`config.mk`:
```
export PLATFORM = sky130hd
export DESIGN_NAME = pi_speed_controller_antiwindup
export DESIGN_NICKNAME = d
export VERILOG_FILES = /design/src/pi_sc_pkg.sv /design/src/pi_speed_controller_antiwindup.sv /design/src/pi_sc_front.sv /design/src/pi_sc_integ.sv
export SDC_FILE = /design/constraint.sdc
export NUM_CORES = 1
export LEC_CHECK = 0
export BUFFER_PORTS_ARGS = -buffer_cell sky130_fd_sc_hd__buf_2
export CORE_MARGIN = 2
export CORE_UTILIZATION = 45
export DETAILED_ROUTE_END_ITERATION = 8
export REMOVE_ABC_BUFFERS = 1
export SYNTH_ARGS = -nofsm -noshare
export SYNTH_HDL_FRONTEND = slang
export SYNTH_HIERARCHICAL = 1
export SYNTH_SLANG_ARGS = --single-unit
export TNS_END_PERCENT = 10
```
`constraint.sdc`:
```
create_clock -name clk -period 10.2 [get_ports clk]
set_clock_uncertainty 0.2 [all_clocks]
set_input_delay 0.51 -clock clk [delete_from_list [all_inputs] [get_ports clk]]
set_output_delay 0.51 -clock clk [all_outputs]
set_load 0.02 [all_outputs]
```
`src/pi_sc_pkg.sv`:
```
// shared types, constants and register codes for the pi speed controller
`default_nettype none

package pi_sc_pkg;

    // default fixed-point shifts
    localparam int DEF_PROP_SHIFT  = 4;
    localparam int DEF_INTEG_SHIFT = 4;

    // datapath widths
    localparam int SPEED_W = 7;
    localparam int GAIN_W  = 8;
    localparam int TRIM_W  = 8;
    localparam int ERR_W   = SPEED_W + 1;
    localparam int PROD_W  = ERR_W + GAIN_W + 1;
    localparam int FF_W    = SPEED_W + GAIN_W;
    localparam int INTEG_W = 18;
    localparam int CTL_W   = INTEG_W + 1;
    localparam int DUTY_W  = 8;
    localparam int REP_W   = 16;

    // configuration port
    localparam int CFG_IDX_W  = 2;
    localparam int CFG_DATA_W = 8;

    // trim and clamp constants
    localparam int TRIM_SCALE   = 10;
    localparam int TRIM_DIV_SH  = 7;
    localparam int TGT_MIN      = 5;
    localparam int TGT_MAX      = 120;
    localparam int CTL_MAX      = 255;

    // reset values of the registers
    localparam logic [SPEED_W-1:0] RST_TARGET     = '0;
    localparam logic [GAIN_W-1:0]  RST_PROP_GAIN  = 8'd18;
    localparam logic [GAIN_W-1:0]  RST_INTEG_GAIN = 8'd4;
    localparam logic               RST_USE_TRIM   = 1'b1;

    typedef enum logic [CFG_IDX_W-1:0] {
        REG_SET_SPEED     = 2'd0,
        REG_PROP_GAIN     = 2'd1,
        REG_INTEGRAL_GAIN = 2'd2,
        REG_USE_TRIM      = 2'd3
    } cfg_index_t;

    typedef struct packed {
        logic [SPEED_W-1:0] meas_speed;
        logic [TRIM_W-1:0]  trim_reading;
    } in_beat_t;

    typedef struct packed {
        logic [DUTY_W-1:0]       pwm_duty;
        logic [SPEED_W-1:0]      effective_target;
        logic signed [REP_W-1:0] integrator_value;
    } out_beat_t;

    typedef struct packed {
        logic [SPEED_W-1:0] set_speed;
        logic [GAIN_W-1:0]  prop_gain;
        logic [GAIN_W-1:0]  integral_gain;
        logic               use_trim;
    } cfg_t;

    // beat between front stage and integrator stage
    typedef struct packed {
        logic [SPEED_W-1:0]       tgt;
        logic signed [PROD_W-1:0] integ_prod;
        logic [FF_W-1:0]          ff;
    } mid_beat_t;

endpackage

`default_nettype wire

```
`src/pi_speed_controller_antiwindup.sv`:
```
// top level of the pi speed controller with feedforward and anti-windup
//
//  channel | direction | handshake            | payload
//  --------+-----------+----------------------+-------------------------------
//  in      | input     | in_valid / in_ready  | in_data (measured speed, pot)
//  out     | output    | out_valid / out_ready| out_data (duty, target, integ)
//  cfg     | input     | cfg_we               | cfg_index, cfg_data
//
//  three register stages: input, front (trim and products), integrator/result
//  one beat per cycle while the output is not stalled; each beat passes the input, front and result registers in turn
//  the integrator loop closes within the last stage, so beats follow back to back
//  each stage moves when the stage after it is empty or moving; a stalled
//  output fills the stages one by one before in_ready drops
//  reset clears valid bits and integrator and loads the configuration registers with their defaults
`default_nettype none

module pi_speed_controller_antiwindup #(
    parameter int PROP_SHIFT  = pi_sc_pkg::DEF_PROP_SHIFT,
    parameter int INTEG_SHIFT = pi_sc_pkg::DEF_INTEG_SHIFT
) (
    input  wire logic                              clk,
    input  wire logic                              rst_n,
    input  wire logic                              in_valid,
    output logic                                   in_ready,
    input  wire pi_sc_pkg::in_beat_t               in_data,
    output logic                                   out_valid,
    input  wire logic                              out_ready,
    output pi_sc_pkg::out_beat_t                   out_data,
    input  wire logic                              cfg_we,
    input  wire logic [pi_sc_pkg::CFG_IDX_W-1:0]   cfg_index,
    input  wire logic [pi_sc_pkg::CFG_DATA_W-1:0]  cfg_data
);
    import pi_sc_pkg::*;

    cfg_t                      cfg_reg;
    in_beat_t                  in_reg;
    logic                      in_v_reg;
    logic                      mid_v_reg;
    logic                      out_v_reg;
    logic                      in_adv;
    logic                      mid_adv;
    logic                      out_adv;
    logic                      mid_load;
    logic                      out_load;
    mid_beat_t                 mid;
    logic signed [INTEG_W-1:0] integ;

    // stage advance chain
    assign out_adv  = !out_v_reg || out_ready;
    assign mid_adv  = !mid_v_reg || out_adv;
    assign in_adv   = !in_v_reg || mid_adv;
    assign mid_load = in_v_reg && mid_adv;
    assign out_load = mid_v_reg && out_adv;

    assign in_ready  = in_adv;
    assign out_valid = out_v_reg;

    // configuration registers
    always_ff @(posedge clk or negedge rst_n)
    begin
        if (!rst_n)
        begin
            cfg_reg.set_speed     <= RST_TARGET;
            cfg_reg.prop_gain     <= RST_PROP_GAIN;
            cfg_reg.integral_gain <= RST_INTEG_GAIN;
            cfg_reg.use_trim      <= RST_USE_TRIM;
        end
        else if (cfg_we)
        begin
            unique case (cfg_index_t'(cfg_index))
                REG_SET_SPEED:     cfg_reg.set_speed     <= cfg_data[SPEED_W-1:0];
                REG_PROP_GAIN:     cfg_reg.prop_gain     <= cfg_data[GAIN_W-1:0];
                REG_INTEGRAL_GAIN: cfg_reg.integral_gain <= cfg_data[GAIN_W-1:0];
                REG_USE_TRIM:      cfg_reg.use_trim      <= cfg_data[0];
                default:           cfg_reg               <= cfg_reg;
            endcase
        end
    end

    // valid bits of the three stages
    always_ff @(posedge clk or negedge rst_n)
    begin
        if (!rst_n)
        begin
            in_v_reg  <= 1'b0;
            mid_v_reg <= 1'b0;
            out_v_reg <= 1'b0;
        end
        else
        begin
            if (in_adv)
            begin
                in_v_reg <= in_valid;
            end
            if (mid_adv)
            begin
                mid_v_reg <= in_v_reg;
            end
            if (out_adv)
            begin
                out_v_reg <= mid_v_reg;
            end
        end
    end

    // input beat register
    always_ff @(posedge clk)
    begin
        if (in_valid && in_adv)
        begin
            in_reg <= in_data;
        end
    end

    pi_sc_front #(
        .PROP_SHIFT (PROP_SHIFT)
    ) u_front (
        .clk  (clk),
        .load (mid_load),
        .beat (in_reg),
        .cfg  (cfg_reg),
        .mid  (mid)
    );

    pi_sc_integ #(
        .INTEG_SHIFT (INTEG_SHIFT)
    ) u_integ (
        .clk    (clk),
        .rst_n  (rst_n),
        .load   (out_load),
        .mid    (mid),
        .result (out_data),
        .integ  (integ)
    );

    // in_ready low only when every stage holds a beat
    a_full_when_blocked: assert property (@(posedge clk) disable iff (!rst_n)
        !in_ready |-> (in_v_reg && mid_v_reg && out_v_reg))
        else $error("input blocked with an empty stage");

    // trimmed target stays inside its clamp range
    a_target_range: assert property (@(posedge clk) disable iff (!rst_n)
        (out_valid && cfg_reg.use_trim) |->
        (out_data.effective_target >= SPEED_W'(TGT_MIN) &&
         out_data.effective_target <= SPEED_W'(TGT_MAX)))
        else $error("effective target outside clamp range");

    // reported integrator matches the stored one when in 16-bit range
    a_integ_report: assert property (@(posedge clk) disable iff (!rst_n)
        (out_valid && (integ[INTEG_W-1:REP_W-1] == '0 || integ[INTEG_W-1:REP_W-1] == '1))
        |-> (out_data.integrator_value == integ[REP_W-1:0]))
        else $error("reported integrator differs from integrator state");

    // integrator changes only when a result is loaded
    a_integ_hold: assert property (@(posedge clk) disable iff (!rst_n)
        !out_load |=> $stable(integ))
        else $error("integrator changed without a result beat");

endmodule

`default_nettype wire

```
`src/pi_sc_front.sv`:
```
// front stage: trimmed target, integral product and feedforward term
`default_nettype none

module pi_sc_front #(
    parameter int PROP_SHIFT = pi_sc_pkg::DEF_PROP_SHIFT
) (
    input  wire logic                 clk,
    input  wire logic                 load,
    input  wire pi_sc_pkg::in_beat_t  beat,
    input  wire pi_sc_pkg::cfg_t      cfg,
    output pi_sc_pkg::mid_beat_t      mid
);
    import pi_sc_pkg::*;

    localparam int D10_W = TRIM_W + 4;
    localparam int Q_W   = D10_W - TRIM_DIV_SH;
    localparam int TS_W  = SPEED_W + 2;

    logic signed [TRIM_W-1:0] trim_off;
    logic signed [D10_W-1:0]  trim_scaled;
    logic signed [D10_W-1:0]  trim_round;
    logic signed [Q_W-1:0]    trim_q;
    logic signed [TS_W-1:0]   tgt_sum;
    logic [SPEED_W-1:0]       tgt;
    logic signed [ERR_W-1:0]  err;
    mid_beat_t                mid_reg;
    mid_beat_t                mid_next;

    // pot minus center, scaled, divided by 128 toward zero
    always_comb
    begin
        trim_off    = signed'({~beat.trim_reading[TRIM_W-1], beat.trim_reading[TRIM_W-2:0]});
        trim_scaled = D10_W'(trim_off) * D10_W'(TRIM_SCALE);
        trim_round  = trim_scaled[D10_W-1]
                    ? trim_scaled + D10_W'((1 << TRIM_DIV_SH) - 1) : trim_scaled;
        trim_q      = Q_W'(trim_round >>> TRIM_DIV_SH);
        tgt_sum     = signed'(TS_W'({2'b00, cfg.set_speed})) + TS_W'(trim_q);
    end

    // target clamp when trim is on
    always_comb
    begin
        priority if (!cfg.use_trim)
        begin
            tgt = cfg.set_speed;
        end
        else if (tgt_sum < TS_W'(TGT_MIN))
        begin
            tgt = SPEED_W'(TGT_MIN);
        end
        else if (tgt_sum > TS_W'(TGT_MAX))
        begin
            tgt = SPEED_W'(TGT_MAX);
        end
        else
        begin
            tgt = tgt_sum[SPEED_W-1:0];
        end
    end

    // error times integral gain, target times prop_gain for the feedforward term
    always_comb
    begin
        err                 = signed'({1'b0, tgt}) - signed'({1'b0, beat.meas_speed});
        mid_next.tgt        = tgt;
        mid_next.integ_prod = PROD_W'(err) * signed'(PROD_W'({1'b0, cfg.integral_gain}));
        mid_next.ff         = (FF_W'(tgt) * FF_W'(cfg.prop_gain)) >> PROP_SHIFT;
    end

    always_ff @(posedge clk)
    begin
        if (load)
        begin
            mid_reg <= mid_next;
        end
    end

    assign mid = mid_reg;

endmodule

`default_nettype wire

```
`src/pi_sc_integ.sv`:
```
// integrator stage: accumulate, output clamp, anti-windup and result register
`default_nettype none

module pi_sc_integ #(
    parameter int INTEG_SHIFT = pi_sc_pkg::DEF_INTEG_SHIFT
) (
    input  wire logic                  clk,
    input  wire logic                  rst_n,
    input  wire logic                  load,
    input  wire pi_sc_pkg::mid_beat_t  mid,
    output pi_sc_pkg::out_beat_t       result,
    output logic signed [pi_sc_pkg::INTEG_W-1:0] integ
);
    import pi_sc_pkg::*;

    logic signed [INTEG_W-1:0] integ_reg;
    logic signed [INTEG_W-1:0] integ_next;
    logic signed [INTEG_W-1:0] integ_sum;
    logic signed [INTEG_W-1:0] integ_shr;
    logic signed [CTL_W-1:0]   ctl;
    logic signed [CTL_W-1:0]   ctl_clamped;
    logic signed [CTL_W-1:0]   excess;
    out_beat_t                 out_reg;
    out_beat_t                 out_next;

    // accumulate and form controller output
    always_comb
    begin
        integ_sum = integ_reg + INTEG_W'(mid.integ_prod);
        integ_shr = integ_sum >>> INTEG_SHIFT;
        ctl       = CTL_W'(integ_shr) + signed'(CTL_W'({1'b0, mid.ff}));
    end

    // clamp to duty range and take the excess back out of the integrator
    always_comb
    begin
        priority if (ctl[CTL_W-1])
        begin
            ctl_clamped = '0;
        end
        else if (ctl > CTL_W'(CTL_MAX))
        begin
            ctl_clamped = CTL_W'(CTL_MAX);
        end
        else
        begin
            ctl_clamped = ctl;
        end
        excess     = ctl - ctl_clamped;
        integ_next = integ_sum - (excess[INTEG_W-1:0] << INTEG_SHIFT);
    end

    // result fields, integrator saturated to 16 bits
    always_comb
    begin
        out_next.pwm_duty         = ~ctl_clamped[DUTY_W-1:0];
        out_next.effective_target = mid.tgt;
        priority if (!integ_next[INTEG_W-1] && (integ_next[INTEG_W-2:REP_W-1] != '0))
        begin
            out_next.integrator_value = {1'b0, {(REP_W-1){1'b1}}};
        end
        else if (integ_next[INTEG_W-1] && (integ_next[INTEG_W-2:REP_W-1] != '1))
        begin
            out_next.integrator_value = {1'b1, {(REP_W-1){1'b0}}};
        end
        else
        begin
            out_next.integrator_value = integ_next[REP_W-1:0];
        end
    end

    always_ff @(posedge clk or negedge rst_n)
    begin
        if (!rst_n)
        begin
            integ_reg <= '0;
        end
        else if (load)
        begin
            integ_reg <= integ_next;
        end
    end

    always_ff @(posedge clk)
    begin
        if (load)
        begin
            out_reg <= out_next;
        end
    end

    assign result = out_reg;
    assign integ  = integ_reg;

endmodule

`default_nettype wire
```
==> results by stage, run 1 <==
Status:
- The flow ran to the end, and the final reports show no timing, DRC or antenna violations.

Timing:
- The final period demand of the worst path is 9.988 ns.
- The count of final hold-check violations is 0.
- At the pin with the least slew margin, the transition time is around 1.1 ns.
- Timing would allow up to 0.1001 GHz.
- The worst hold slack is ~0.056 ns.
- Setup violations remaining at the end of the flow were counted as 0.
- The final count of pins violating max slew came to 0.
- The remaining max-slew budget at the tightest pin is 0.2668.
- Setup repair after global routing could not meet its margin everywhere.
- Setup slack on the critical path of the routed design comes to 0.2119 ns.
- The share of the clock period used by the worst path is 0.9792.

Clock tree:
- The number of H-tree branching levels is 4.
- The number of CTS-inserted buffers is 17.
- No sink is reached through more buffers than the 2 on the longest clock path.
- Clock tree synthesis selected as its root buffer the cell sky130_fd_sc_hd__clkbuf_16.
- TritonCTS built the clock tree.
- The clock network latency to the later pin of the worst-skew pair is 0.43 ns.
- The clock drives between 100 and 150 sinks.
- Clock-pin slew was measured on the worst setup and hold paths at approximately 0.06 ns.

Cells and area:
- The register with the most flip-flops in the layout has 35 of them.
- The register area is 3563 µm².
- The antenna diode count is 0.
- The area growth from synthesis to layout is 19.39%.
- Leaving out fill and tap cells, the most frequent cell in the layout is sky130_fd_sc_hd__inv_1.
- Leaving out fill and tap cells, the most frequent cells in the layout are 141 x sky130_fd_sc_hd__inv_1, 140 x sky130_fd_sc_hd__ha_1, 98 x sky130_fd_sc_hd__nand2_1.
- Once layout is complete, the utilization of the core stands at 0.5413.
- The multi-input combinational cells in the finished layout cover a total of between 9000 and 10,000 µm².
- In the final layout, the share of cells above drive strength 1 is 0.2385.
- The number of nets in the finished design is 1,726.
- The filler cells instantiated in the layout total 2,548.

Floorplanning:
- The core area is 28,470 µm².
- The chip width is 173.4 µm.
- The floorplan die height is 173.4 µm.
- The number of ports placed on the die boundary is 63.
- The total die area is 30,060 µm².
- For this configuration, the core starts out at a cell density of 0.4534.
- Row generation in the floorplan step produced 62 rows.

Global routing:
- The global-route congestion overflow total is 0.
- The pin count of the biggest net entering global routing is 46.
- The number of global-route vias before repair is 9,986.
- The global-route usage over all layers is 0.2043.
- The initial antenna violation count came to 0.
- The global-route wire length before repair is 49,550 µm.

Logic synthesis:
- For this run, the number of Yosys warnings is 6.
- The post-synthesis cell area is 12,910 µm².
- Averaged over all synthesized cells, the footprint is 9.839 µm².
- The synthesized instance count is 1,312.
- The most frequently used flop master after synthesis is sky130_fd_sc_hd__edfxtp_1.
- The share of synthesized flip-flops with an asynchronous set or reset is 0.3571.
- The number of enable flip-flop cells after synthesis is slightly above 80.
- The sequential-to-total area share from yosys stat is 0.2760.
- After synthesis the netlist holds a flip-flop and latch count of 126.
- The count of cell types in the netlist is 100.

Route:
- After detailed routing, the number of remaining DRC violations is 0.
- Summing over every cut layer, the via total after detailed routing is between 9,000 and 10,000.
- After detailed routing, the total wire length is between 30,000 and 40,000 µm.
- The first TritonRoute pass finished after 5 iterations.
- The number of vias per cell after detailed routing is between 5 and 6.
- After detailed routing, the average wire length per cell comes to 16.35 µm.
- After the first detailed-routing iteration, the DRC count stood at between 600 and 700.
- In this run the remaining antenna-violating nets after routing total 0.

Critical path:
- The required time reported for the critical path endpoint is 10.17 ns.
- The most frequent cell on the critical path is sky130_fd_sc_hd__fa_1.
- In this design, the stage delay of the slowest critical-path cell is ~0.53 ns.
- Data on the critical path arrives at its endpoint at ~10 ns.
- The worst register-to-register path begins at in_reg[7].
- In this run the worst path has a maximum fanout of 6.
- The kind of end point of the critical path is a register.
- On the critical path, the stage with the largest delay is an instance of sky130_fd_sc_hd__fa_1.
- The type of origin of the critical path is a register.
- The type of the worst setup path is reg2reg.
- Tracing the worst setup path back leads to its startpoint at in_reg[7].

Flow run:
- Across the run, the number of max-cap violations was 0.

Place:
- The HPWL after detailed placement is 23,900 µm.
- Routability-driven placement finished with a final weighted congestion of 0.8816.
- The count of buffers inserted at the top-level ports is 62.
- The setup slack at placement is -0.3471 ns.

Min path:
- The classification of the worst-slack hold path is in2reg.
- The startpoint identified for the worst hold timing path is in_data[5].
[metal layers]
metal,share of wire,track usage,vias up
met5,0,0,-
met2,0.50,0.3650,185
li1,-,-,4947
met1,0.45,0.2589,4796
met3,0.029,0.02588,48
met4,0.022,0.05897,0
[repair_timing]
| action | CTS | global route |
|---|---|---|
| endpoints found under the hold margin | 0 | 0 |
| hold buffers | 0 | 0 |
| buffers inserted | 5 | 11 |
| gates resized for setup | 28 | 81 |
| setup endpoints to repair | 4 | 22 |
| pin swaps | 15 | 55 |
[Yosys cell counts (all sizes together) (13+ instances only)]
cell / instances / area share
and2: 53 / 0.026
o21a: 15 / 0.0087
nand2: 101 / 0.029
buf: 14 / 0.0074
and3: 13 / 0.0063
nor2: 69 / 0.022
edfxtp: 81 / 0.19
inv: 149 / 0.043
dfrtp: 41 / 0.079
a21o: 23 / 0.013
xnor2: 52 / 0.036
mux2: 31 / 0.027
fa: 71 / 0.11
nand2b: 15 / 0.0073
nor3: 23 / 0.010
nand3: 15 / 0.0058
o211ai: 14 / 0.0081
mux2i: 16 / 0.013
xor2: 37 / 0.025
o21ai: 52 / 0.021
nor2b: 28 / 0.014
ha: 154 / 0.15
a211oi: 20 / 0.014
a21oi: 72 / 0.030
[final timing paths]
path / end / depth (start not counted) / slack (ns)
setup / recovery: u_front/mid[31] / 52 / 0.21
setup reg to reg: u_front/mid[31] / 52 / 0.21
hold reg to reg: u_integ/result[18] / 0 / 0.22
min in group asynchronous: u_integ/integ[15] / 1 / 0.07
max in group asynchronous: out_valid / 1 / 9.02
hold / removal: in_reg[5] / 1 / 0.06
[stage by stage]
stage | setup TNS (ns) | cell area, µm² | cells
after floorplan | -0.2996 | 12790 | 1293
after detailed placement | -0.7434 | 14200 | 1820
final | 0 | 15410 | 1868
after global routing | -0.5599 | 15410 | 1868
after global placement | -0.2017 | 14200 | 1820
after CTS | 0 | 14900 | 1857
[kinds of logic (layout without fill, tap and decap cells)]
| logic type | after synthesis | after routing | synth area share |
|---|---|---|---|
| AND/OR/NAND/NOR | 364 | 364 | 0.1539 |
| AO/OA/AOI/OAI | 283 | 283 | 0.1542 |
| flip-flops | 126 | 126 | 0.2760 |
| other | 2 | 9 | 0.0005818 |
| adder cells (fa/ha/maj) | 225 | 225 | 0.2594 |
| multiplexers | 47 | 47 | 0.04042 |
| XOR/XNOR | 89 | 89 | 0.06097 |
| buffers and inverters | 176 | 341 | 0.05447 |
[critical path, delay by kind of cell (launching register included)]
kind / cells / cell delay [ns]
compound gates: 18 / 3.23
fa+ha+maj: 9 / 3.29
simple gates: 14 / 1.57
flops: 1 / 0.34
xor+xnor: 2 / 0.30
buf+inv: 9 / 0.81
[final cells by class]
type                    instances  area share
multi-input cells            1017      0.5952
flip-flops and latches        126      0.2312
repair buffers                159     0.06885
inverters                     150     0.03686
well taps                     384     0.03118
clock buffers                  18     0.02850
clock inverters                14    0.008200
Power of run 1 is not shown: default switching activity piles up to over one toggle a cycle in this logic, so the estimate is an artifact.
==> inputs of run 2 (changes only) <==
--- a/config.mk
+++ b/config.mk
@@ -6,6 +6,7 @@
 export NUM_CORES = 1
 export LEC_CHECK = 0
 export BUFFER_PORTS_ARGS = -buffer_cell sky130_fd_sc_hd__buf_2
+export CORE_ASPECT_RATIO = 1.75
 export CORE_MARGIN = 2
 export CORE_UTILIZATION = 45
 export DETAILED_ROUTE_END_ITERATION = 8
==> constraint.sdc (replaced) <==
create_clock -name clk -period 10.2 [get_ports clk]
set_clock_uncertainty 0.2 [all_clocks]
set_input_delay 2.04 -clock clk [delete_from_list [all_inputs] [get_ports clk]]
set_output_delay 2.04 -clock clk [all_outputs]
set_load 0.02 [all_outputs]
==> results by stage, run 2 (synthesis results as in run 1) <==
Global routing:
- The initial antenna violation count is 0 (unchanged).
- The global-route congestion overflow total is 0 (unchanged).
- The number of global-route vias before repair came to 10,822 (+8.4%).
- The global-route usage over all layers came to 0.2228 (+0.01850).
- The global-route wire length before repair is 52,740 µm (+6.4%).
- The pin count of the biggest net entering global routing is 51 (+11%).

Floorplanning:
- The chip width is 132.0 µm (-24%).
- The floorplan die height is 228.1 µm (+32%).
- The core area is 28,420 µm² (-0.18%).
- The number of ports placed on the die boundary is 63 (unchanged).
- The number of standard-cell rows in the floorplan came to 82 (+32%).
- The initial standard-cell utilization of the core is 0.4542 (+0.0007985).
- The total die area came to 30,110 µm² (+0.18%).

Route:
- The routed wire length was 32,880 µm (+7.7%).
- The per-cell routed wire length was 17.39 µm (+6.4%).
- The number of vias per cell after detailed routing is 5.424 (+1.6%).
- The final antenna-violating net count came to 0 (unchanged).
- The number of iterations in the first detailed-routing pass came to 5 (unchanged).
- The number of DRC markers after the initial detailed-route iteration was 403 (-38%).
- The via count was 10,256 (+2.8%).
- The DRC violation count after routing was 0 (unchanged).

Place:
- The routability congestion estimate is 0.9154 (+3.8%).
- The HPWL after detailed placement is 26,250 µm (+9.8%).
- The count of buffers inserted at the top-level ports is 62 (unchanged).

Timing:
- The remaining max-slew budget at the tightest pin came to 0.3884 (+0.1215).
- The slew of the pin with the lowest slew margin came to 0.9120 ns (-0.1878 ns).
- The final count of pins violating max slew is 0 (unchanged).
- The count of final hold-check violations is 0 (unchanged).
- Setup repair after global routing could not meet its margin everywhere.
- The final period demand of the worst path was 10.19 ns (+0.2017 ns).
- The share of the clock period used by the worst path is 0.9990 (+0.01977).
- The maximum frequency from static timing analysis came to 0.09814 GHz (-2.0%).
- The final setup violation count is 0 (unchanged).

Min path:
- The worst hold path stage count is 0 (-1).
- The origin of the worst min-delay path is u_front/mid[35].
- The capture endpoint of the worst hold path is u_integ/result[19].
- The worst hold path belongs to the class reg2reg.

Critical path:
- The endpoint of the worst register-to-register path is u_front/mid[31].
- The arrival time of data at the critical path endpoint came to 10.19 ns (+0.23 ns).
- The register-to-register path setup slack is 0.01 ns (-0.20 ns).
- STA classifies the critical path startpoint as a register.
- The critical-path maximum fanout is 5 (-1).
- The kind of end point of the critical path is a register.
- The highest cell delay on the worst timing path was 0.53 ns (about the same).
- The startpoint identified for the worst register-to-register timing path is in_reg[4].
- The required time reported for the critical path endpoint came to 10.20 ns (+0.03 ns).
- The most frequent cell on the critical path is sky130_fd_sc_hd__ha_4.
- The critical path in this run is classified as reg2reg.
- The cell count of the worst reg-to-reg path is 53 (+1.9%).
- The cell with the largest stage delay on the worst path is sky130_fd_sc_hd__fa_1.

Cells and area:
- The antenna diode count came to 0 (unchanged).
- The flip-flop count of the largest register after layout was 35 (unchanged).
- The share of final-layout standard cells stronger than drive strength 1 is 0.2545 (+0.01592).
- The most common cell after layout, fill and taps aside is sky130_fd_sc_hd__inv_1.
- The synthesis-to-layout area growth is 22.18%.
- The fraction of the core area covered by cells at the end of the flow is 0.5549 (+0.01363).
- The library cells used most frequently in the layout, excluding fill and tap cells, are 139 x sky130_fd_sc_hd__inv_1, 131 x sky130_fd_sc_hd__ha_1, 116 x sky130_fd_sc_hd__buf_4.
- The number of nets in the finished design is 1,755 (+1.7%).

Clock tree:
- The total number of clock tree sinks is 126 (unchanged).
- The maximum count of clock buffers along a single path is 2 (unchanged).
- In this run the clock root is driven by a sky130_fd_sc_hd__clkbuf_16.
- The clock edge transition at the registers on the reported setup and hold paths came to 0.07 ns (about the same).
- The number of CTS-inserted buffers is 17 (unchanged).
- The number of H-tree branching levels was 4 (unchanged).
- The total of hold buffers inserted after clock tree synthesis was 0 (unchanged).
- TritonCTS built the clock tree.
- The clock network latency to the later pin of the worst-skew pair came to 0.46 ns (+0.03 ns).

Flow run:
- The max-cap check violation count came to 0 (unchanged).

Status:
- The run finished with clean final reports.
run 2: worst max-delay path by stage:
| stage | from | to | cells past startpoint |
|---|---|---|---|
| floorplan | in_reg[1] | u_front/mid[31] | 47 |
| global placement | in_reg[1] | u_front/mid[31] | 49 |
| detailed placement | in_reg[1] | u_front/mid[31] | 49 |
| CTS | in_reg[4] | u_front/mid[31] | 49 |
| global route | in_reg[3] | u_front/mid[31] | 53 |
| finish | in_reg[4] | u_front/mid[31] | 53 |
run 2: critical path: cells and delay by family, from the launching register on:
kind	cells	cell delay [ns]
xor gates and xnor gates	3	0.33
DFF	1	0.45
buffers and inverters	9	0.89
and+or+nand+nor	13	1.51
AOI/OAI and AO/OA	18	3.23
adders and majority gates	10	3.29
run 2: cell type report:
cell class	instances	area (µm²)
inverter	150	563.0
fill	2593	12650
clock buffer	17	425.4
tap	378	473.0
timing repair buffer	188	1303
sequential	126	3563
multi-input combinational	1017	9249
clock inverter	15	195.2
run 2: metal layers:
layer	global-route usage	up-vias	share of wire
met5	0	-	0
met1	0.2101	4973	0.35
met2	0.4329	207	0.56
met3	0.03111	75	0.025
li1	-	5001	-
met4	0.1535	0	0.063
run 2: metrics by stage:
stage | setup TNS [ns] | instance area (µm²) | setup WS (ns) | cells | hold WS (ns)
2_1_floorplan | -0.2996 | 12790 | -0.2385 | 1293 | 0.2003
3_3_place_gp | -0.9219 | 14390 | -0.3558 | 1839 | 0.2016
3_5_place_dp | -1.512 | 14390 | -0.5291 | 1839 | 0.2081
4_1_cts | 0 | 15320 | 0.005064 | 1879 | 0.2218
5_1_grt | -1.117 | 15770 | -0.4670 | 1891 | 0.2265
6_report | 0 | 15770 | 0.01028 | 1891 | 0.2191
run 2: what timing repair did:
action / 4_1_cts / 5_1_grt
pin swaps: 42 / 75
resized for setup: 50 / 66
endpoints found under the setup margin: 5 / 22
setup buffers: 8 / 13
Power of run 2 is left out for the same reason.
==> inputs of run 3 (changes only) <==
==> constraint.sdc (replaced) <==
create_clock -name clk -period 9.63 [get_ports clk]
set_clock_uncertainty 0.2 [all_clocks]
set_input_delay 1.926 -clock clk [delete_from_list [all_inputs] [get_ports clk]]
set_output_delay 1.926 -clock clk [all_outputs]
set_load 0.02 [all_outputs]
==> results by stage, run 3 (synthesis results as in run 1) <==
Status:
- The flow ran to the end, but the final reports show violations.
- The final reports fail on negative setup slack.

Floorplanning:
- The number of ports placed on the die boundary is 63 (unchanged).
- The core area is 28,420 µm² (unchanged).
- The number of standard-cell rows in the floorplan is 82 (unchanged).
- The chip width came to 132.0 µm (unchanged).
- The floorplan die height is 228.1 µm (unchanged).
- The total die area is 30,110 µm² (unchanged).
- The initial standard-cell utilization of the core came to 0.4542 (unchanged).

Timing:
- Setup repair after global routing could not meet its margin everywhere.
- The count of final hold-check violations is 0 (unchanged).
- The final count of pins violating max slew is 0 (unchanged).
- The slew of the pin with the lowest slew margin was 0.9885 ns (+0.07658 ns).
- The maximum frequency from static timing analysis was 0.09908 GHz (+0.96%).
- The final critical-path setup slack came to -0.4624 ns (-0.4726 ns).
- The final setup violation count is 5 (+5).
- The remaining max-slew budget at the tightest pin is 0.3370 (-0.05136).
- The final period demand of the worst path came to 10.09 ns (-0.09737 ns).
- The share of the clock period used by the worst path is 1.048 (+0.04902).

Cells and area:
- Leaving out fill and tap cells, the most frequent cell in the layout is sky130_fd_sc_hd__inv_1.
- The flip-flop count of the largest register after layout came to 35 (unchanged).
- The share of final-layout standard cells stronger than drive strength 1 was 0.2671 (+0.01264).
- The top cell types in the final layout, fill and taps aside, are 139 x sky130_fd_sc_hd__inv_1, 133 x sky130_fd_sc_hd__ha_1, 122 x sky130_fd_sc_hd__buf_4.
- Compared with the post-synthesis result, the final layout area differs by 23.14%.
- The number of nets in the finished design was 1,762 (+0.40%).
- The number of standard cells in the layout, taps in and fillers out is 1,898 (+0.37%).
- The antenna diode count is 0 (unchanged).

Clock tree:
- The clock root buffer is sky130_fd_sc_hd__clkbuf_16.
- The number of H-tree branching levels is 4 (unchanged).
- The clock edge transition at the registers on the reported setup and hold paths is 0.07 ns (about the same).
- The total number of clock tree sinks is 126 (unchanged).
- The maximum count of clock buffers along a single path is 2 (unchanged).
- The clock network latency to the later pin of the worst-skew pair came to 0.45 ns (about the same).
- TritonCTS built the clock tree.
- The number of CTS-inserted buffers is 17 (unchanged).

Flow run:
- The max-cap check violation count came to 0 (unchanged).

Critical path:
- The arrival time of data at the critical path endpoint is 10.09 ns (-0.10 ns).
- The critical-path maximum fanout was 4 (-1).
- The type of the worst setup path is reg2reg.
- The cell with the largest stage delay on the worst path is sky130_fd_sc_hd__fa_1.
- Among cell families on the critical path, the largest total delay comes from adder cells.
- The kind of end point of the critical path is a register.
- The first element of the critical path is in_reg[2].
- The count of cell instances traversed by the critical path is 48 (-9.4%).
- The most critical setup path has its endpoint at u_front/mid[31].
- STA classifies the critical path startpoint as a register.
- The register-to-register path setup slack is -0.46 ns (-0.47 ns).
- Among the stages of the critical path, the cell type that occurs most often is sky130_fd_sc_hd__a21o_1.
- The launch instance of the worst register-to-register path is in_reg[2].
- The required time reported for the critical path endpoint is 9.62 ns (-0.58 ns).
- The number of buffer and inverter stages on the critical path was 8 (-1).
- The endpoint of the worst register-to-register path is u_front/mid[31].
- The highest cell delay on the worst timing path came to 0.54 ns (about the same).
- The cell count of the worst reg-to-reg path came to 48 (-9.4%).

Route:
- The per-cell routed wire length is 17.38 µm (about the same).
- The routed wire length is 32,990 µm (+0.31%).
- The uppermost signal routing layer after detailed routing is met4.
- The number of vias per cell after detailed routing is 5.414 (-0.18%).
- The final antenna-violating net count came to 0 (unchanged).
- The number of DRC markers after the initial detailed-route iteration is 403 (unchanged).
- The routed metal-1 wire length is 11,640 µm (+1.2%).
- The detailed-routed wire length on met3 was 787 µm (-3.4%).
- The number of iterations in the first detailed-routing pass is 4 (-1).
- The DRC violation count after routing is 0 (unchanged).
- The met2 layer wire length in the routed design is 18,370 µm (-0.73%).
- The via count is 10,275 (+0.19%).

Min path:
- The startpoint identified for the worst hold timing path is u_front/mid[35].
- The classification of the worst-slack hold path is reg2reg.

Global routing:
- The global-route usage over all layers was 0.2241 (+0.001299).
- The global-route wire length before repair is 53,250 µm (+0.97%).
- The global-route congestion overflow total was 0 (unchanged).
- The number of global-route vias before repair is 10,908 (+0.79%).
- The pin count of the biggest net entering global routing was 51 (unchanged).
- The initial antenna violation count was 0 (unchanged).

Place:
- The HPWL after detailed placement came to 26,180 µm (-0.27%).
- The number of placed instances with taps included is 1,845 (+0.33%).
- The count of buffers inserted at the top-level ports is 62 (unchanged).
- The routability congestion estimate is 0.9148 (about the same).
- The setup slack at placement was -1.137 ns (-0.6078 ns).
==> run 3: cell count changes in the layout (fill, tap and decap cells not counted), sizes merged <==
| cell | before | now |
|---|---|---|
| buf | 188 | 195 |
| clkinv | 8 | 5 |
| clkinvlp | 0 | 1 |
| inv | 156 | 158 |
==> run 3: final cells by class <==
cell class | count | area, µm²
inverters | 150 | 563.0
flip-flops and latches | 126 | 3563
fillers | 2578 | 12520
multi-input cells | 1017 | 9323
well taps | 378 | 473.0
repair buffers | 195 | 1359
clock inverters | 15 | 188.9
clock buffers | 17 | 425.4
==> run 3: how the worst min path moves through the flow <==
stage	to	slack, ns	cells after the start
2_1_floorplan	u_integ/result[16]	0.20	0
3_3_place_gp	u_integ/result[21]	0.20	0
3_5_place_dp	u_integ/result[21]	0.21	0
4_1_cts	u_integ/result[16]	0.22	0
5_1_grt	u_integ/result[20]	0.23	0
6_report	u_integ/result[19]	0.22	0
==> run 3: what timing repair did <==
action,CTS,global route
buffers inserted,19,6
endpoints found under the setup margin,22,26
pin swaps,83,50
gates resized for setup,81,53
hold buffers,0,0
==> run 3: through the flow <==
stage	hold slack, ns	utilization	TNS (ns)	instance area (µm²)
after floorplan	0.2003	-	-2.770	12790
after global placement	0.2014	0.5074	-3.738	14420
after CTS	0.2206	0.5464	-0.6593	15530
after detailed placement	0.2052	0.5074	-5.579	14420
after global routing	0.2321	0.5593	-4.308	15900
final	0.2182	0.5593	-1.364	15900
==> run 3: routing by layer <==
layer / GRT usage / vias up
met5: 0 / -
met4: 0.1563 / 0
met3: 0.03111 / 101
met2: 0.4370 / 203
met1: 0.2094 / 4957
li1: - / 5014
Power of run 3 is left out for the same reason.
